[src/hdl/idbt_pkg.sv]
// ----------------------------------------------------------------------------
// idbt_pkg
// Shared types and constants for the inverse-depth buffer test core.
// ----------------------------------------------------------------------------
package idbt_pkg;

    localparam int DEPTH_W    = 32;   // depth and reciprocal width, Q16.16
    localparam int POS_X_W    = 10;
    localparam int POS_Y_W    = 9;
    localparam int POS_CMP_W  = 13;   // holds screen sizes up to 4096
    localparam int ADDR_MAX_W = 24;   // 4096 x 4096 entries at most
    localparam int S_DATA_W   = 56;
    localparam int M_DATA_W   = 32;

    // request handed from the front end to the back end
    typedef struct packed {
        logic                  clear;
        logic                  onscreen;
        logic [ADDR_MAX_W-1:0] addr;
        logic [DEPTH_W-1:0]    depth;
    } item_t;

endpackage

[src/hdl/idbt_front.sv]
// ----------------------------------------------------------------------------
// idbt_front
// Accepts requests, works out pixel address and on-screen flag, and holds
// them in a two-entry queue for the back end.
// ----------------------------------------------------------------------------
module idbt_front #(
    parameter int SCREEN_COLS = 640,
    parameter int SCREEN_ROWS = 480
) (
    input  logic                           aclk,
    input  logic                           aresetn,
    input  logic                           s_axis_tvalid,
    output logic                           s_axis_tready,
    input  logic [idbt_pkg::S_DATA_W-1:0]  s_axis_tdata,
    input  logic [0:0]                     s_axis_tuser,
    input  logic                           hold,
    output logic                           q_valid,
    output idbt_pkg::item_t                q_item,
    input  logic                           q_pop
);

    localparam int AW = idbt_pkg::ADDR_MAX_W;
    localparam int CW = idbt_pkg::POS_CMP_W;

    idbt_pkg::item_t                q_mem_reg [2];
    logic                           wr_ptr_reg, wr_ptr_next;
    logic                           rd_ptr_reg, rd_ptr_next;
    logic [1:0]                     cnt_reg, cnt_next;

    logic [idbt_pkg::POS_X_W-1:0]   pos_x;
    logic [idbt_pkg::POS_Y_W-1:0]   pos_y;
    logic [idbt_pkg::DEPTH_W-1:0]   depth;
    idbt_pkg::item_t                item;
    logic                           push;

    assign pos_x = s_axis_tdata[9:0];
    assign pos_y = s_axis_tdata[18:10];
    assign depth = s_axis_tdata[50:19];

    always_comb begin
        item.clear    = s_axis_tuser[0];
        item.onscreen = (CW'(pos_x) < CW'(SCREEN_COLS)) && (CW'(pos_y) < CW'(SCREEN_ROWS));
        item.addr     = AW'(pos_y) * AW'(SCREEN_COLS) + AW'(pos_x);
        item.depth    = depth;
    end

    assign s_axis_tready = (cnt_reg != 2'd2) && !hold;
    assign push          = s_axis_tvalid && s_axis_tready;
    assign q_valid       = (cnt_reg != 2'd0);
    assign q_item        = q_mem_reg[rd_ptr_reg];

    always_comb begin
        wr_ptr_next = wr_ptr_reg ^ push;
        rd_ptr_next = rd_ptr_reg ^ q_pop;
        cnt_next    = cnt_reg + 2'(push) - 2'(q_pop);
    end

    always_ff @(posedge aclk) begin
        if (!aresetn) begin
            wr_ptr_reg <= 1'b0;
            rd_ptr_reg <= 1'b0;
            cnt_reg    <= 2'd0;
        end else begin
            wr_ptr_reg <= wr_ptr_next;
            rd_ptr_reg <= rd_ptr_next;
            cnt_reg    <= cnt_next;
        end
        if (push) begin
            q_mem_reg[wr_ptr_reg] <= item;
        end
    end

endmodule

[config.mk]
export PLATFORM = sky130hd
export DESIGN_NAME = idbt_front
export DESIGN_NICKNAME = d
export VERILOG_FILES = /design/src/hdl/idbt_pkg.sv /design/src/hdl/idbt_front.sv
export SDC_FILE = /design/constraint.sdc
export NUM_CORES = 1
export LEC_CHECK = 0
export BUFFER_PORTS_ARGS = -buffer_cell sky130_fd_sc_hd__clkbuf_2
export CAP_MARGIN = 20
export CORE_MARGIN = 4
export CORE_UTILIZATION = 40
export DETAILED_ROUTE_END_ITERATION = 10
export PLACE_DENSITY = 0.66
export SLEW_MARGIN = 10
export SYNTH_ARGS = -nofsm -noshare
export SYNTH_HDL_FRONTEND = slang
export SYNTH_SLANG_ARGS = --single-unit
export TNS_END_PERCENT = 50
[constraint.sdc]
create_clock -name aclk -period 3.7 [get_ports aclk]
set_clock_uncertainty 0.15 [all_clocks]
set_input_delay 0.74 -clock aclk [delete_from_list [all_inputs] [get_ports aclk]]
set_output_delay 0.74 -clock aclk [all_outputs]
set_load 0.05 [all_outputs]
==> results.md <==
- Worst setup SP type: input port
- P_sw: 1.01 mW
- Syn_area_per_cell: 17.8 um^2
- CTS tree: built
- Cell mode on critical path: ha_1
- Switching Share: 0.277
- Fin crit share: 0.807
- Synth Area in Compound Gates: 0.0257
- Critical path class: in -> reg
- Fin Hold WS: 0.381 ns
- H-tree levels: 4
- Finished Layout Cells: 552
- Worst VDD drop: 0.314 mV
- Max incr delay on CP: 0.41 ns
- Worst-path clk slew: 0.05 ns
- Combinational fraction of design power: 0.194
- Post-CTS sizing: 0
- Post-Synth Adder-Cell Area: 0.0636
- Post-CTS setup buffer count: 0
- DR WL met2: 4.34 mm
- Vias: 2648
- Final worst path period need: 2.99 ns
- Wl on met1: 3.40 mm
- Vias per inst: 4.80
- Post-synthesis cell type count: 32
- Worst Path Buf+Inv: 1
- F_max: 0.335 GHz
- Crit path max fanout: 3
- Area Growth Syn to Fin: 26.9%
- Worst setup EP type: flop
- Leak pwr: 2.36 nW
- Outcome: completed
- Post-synth EDFFs: 108
- Detailed Route WL: 8.60 mm
- Die ar.: 0.0137 mm^2
- Max_cap viols: 0
- Gp weighted congestion: 0.754
- Fillers: 963
- Drt drc: 0
- Sequential power share: 0.424
- Slew Limit Fails: 0
- Combinational family with the most area after synthesis: multiplexers
- Initial Util: 0.414
- Register area: 0.00334 mm^2
- Number of global-route vias before repair: 2680
- Final hold vios: 0
- Number of flip-flops in the largest register: 108
- Met3 wire length: 777 um
- Multi-input gate area: 0.00136 mm^2
- Unrepaired setup endpoints after global routing: false
- Post-route ant nets: 0
- # setup viols final: 0
- Wire length of the first global-routing pass: 12.9 mm
- Root buf cell: clkbuf_16
- Slowest-stage cell, CP: fa_1
- Initial antenna violation count: 0
- Core Rows: 39
- Largest net degree at the start of global routing: 41
- Inst Count DP: 521
- Setup TNS Final: 0 ns
- Multiplexer area fraction after synthesis: 0.128
- Required time of the worst setup path: 3.69 ns
- Most frequent cells in the layout: 112 x clkbuf_2, 108 x edfxtp_1, 54 x mux2_2
- GR Util All Layers: 0.129
- Post-synth top flop: edfxtp_1
- GR Overflow Total: 0
- Core ar.: 0.0115 mm^2
- Share of cells above drive strength 1: 0.487
- CTS Buffer Depth: 2
- CP cell instances: clkbuf_2, ha_1, ha_1, fa_1, a21oi_1, nor2_1, a211oi_1, xnor2_1, nand4_1, xor2_1
- Worst EP arrival: 2.97 ns
- N_diodes: 0
- Die height: 117 um
- Die Wd: 117 um
- Clk pwr share: 0.382
- Sequential element share of the synthesized area: 0.702
- Synthesis-stage register bit count: 113
- XOR/XNOR Fraction of Synth Area: 0.0331
- Cell area after synthesis: 0.00476 mm^2
- Drt initial violations: 126
- Post-Synth Simple-Gate Area: 0.0289
- Commonest non-fill, non-tap cell in the layout: clkbuf_2
- Yosys Warn Count: 0
- PwrDens: 601 mW/mm^2
- Final Net Count: 482
- First-pass DRT Iterations: 4
- TritonCTS Sinks: 113
- Hold Crit Class: in -> reg
- Hold buffer count at cts: 0
- Clk Latency, worst-skew pair: 0.39 ns
- Internal power component: 2.63 mW
- I/O pins: 122
- Cts bufs inserted: 17
- Mapped Cells: 268
- HPWL Detailed: 5.93 mm
- Async SR Flop Fraction: 0
- I/O Buffers: 112
- Drt wl/cell: 15.6 um
- Worst path top cell family by delay: adder cells
- Top Metal Used: met4
layout make-up:
type                       instances  share of cell area
timing repair buffer             115               0.103
clock inverter                    11              0.0120
multi-input combinational        141               0.224
inverter                           9             0.00559
sequential                       113               0.553
clock buffer                      20              0.0723
tap                              143              0.0296
power groups by stage:
| stage | clock network, mW | logic (mW) | registers, mW |
|---|---|---|---|
| 6_report | 1.39 | 0.705 | 1.54 |
| 4_1_cts | 1.43 | 0.716 | 1.54 |
| 3_5_place_dp | 0 | 0.714 | 1.57 |
| 2_1_floorplan | 0 | 0.550 | 1.55 |
| 5_1_grt | 1.49 | 0.755 | 1.55 |
| 3_3_place_gp | 0 | 0.703 | 1.56 |
synthesized netlist by cell type (4+ instances only):
cell type,count,share of area
a21oi_1,4,0.0042
edfxtp_1,108,0.68
buf_1,5,0.0039
inv_1,9,0.0071
nor2_1,4,0.0032
xnor2_1,13,0.024
buf_4,4,0.0063
ha_1,21,0.055
dfxtp_1,5,0.021
and2_1,4,0.0053
mux2_2,54,0.13
xor2_1,5,0.0092
nand2_1,4,0.0032
logic make-up (layout without fill, tap and decap cells):
family,Yosys count,in the layout
DFF,113,113
muxes,54,54
adders and majority gates,23,23
and+or+nand+nor,22,22
buffers and inverters,19,155
AOI/OAI and AO/OA,18,18
xor gates and xnor gates,18,18
other,1,6
metal layers:
layer,track usage,up-vias
li1,-,1268
met1,0.139,1283
met2,0.220,89
met3,0.0617,8
met4,0.0528,0
met5,0,-
path summary, 6_finish.rpt:
path,startpoint,slack (ns),end,depth (start not counted)
setup / recovery,s_axis_tdata[11],0.71,q_mem_reg[1][49],10
hold / removal,s_axis_tdata[44],0.38,q_mem_reg[1][25],1
setup reg to reg,cnt_reg[0],1.66,q_mem_reg[0][2],6
hold reg to reg,rd_ptr_reg,0.43,flop,2
per-stage QoR:
step	power [mW]	setup WS, ns	utilization	instance area, um^2
global route	3.79	0.584	0.525	6040
finish	3.63	0.715	0.525	6040
floorplan	2.10	-0.0186	-	4780
detailed placement	2.28	0.300	0.481	5530
CTS	3.68	0.725	0.525	6040
global placement	2.26	0.332	0.481	5530
Power figures use the tool's default switching activity.
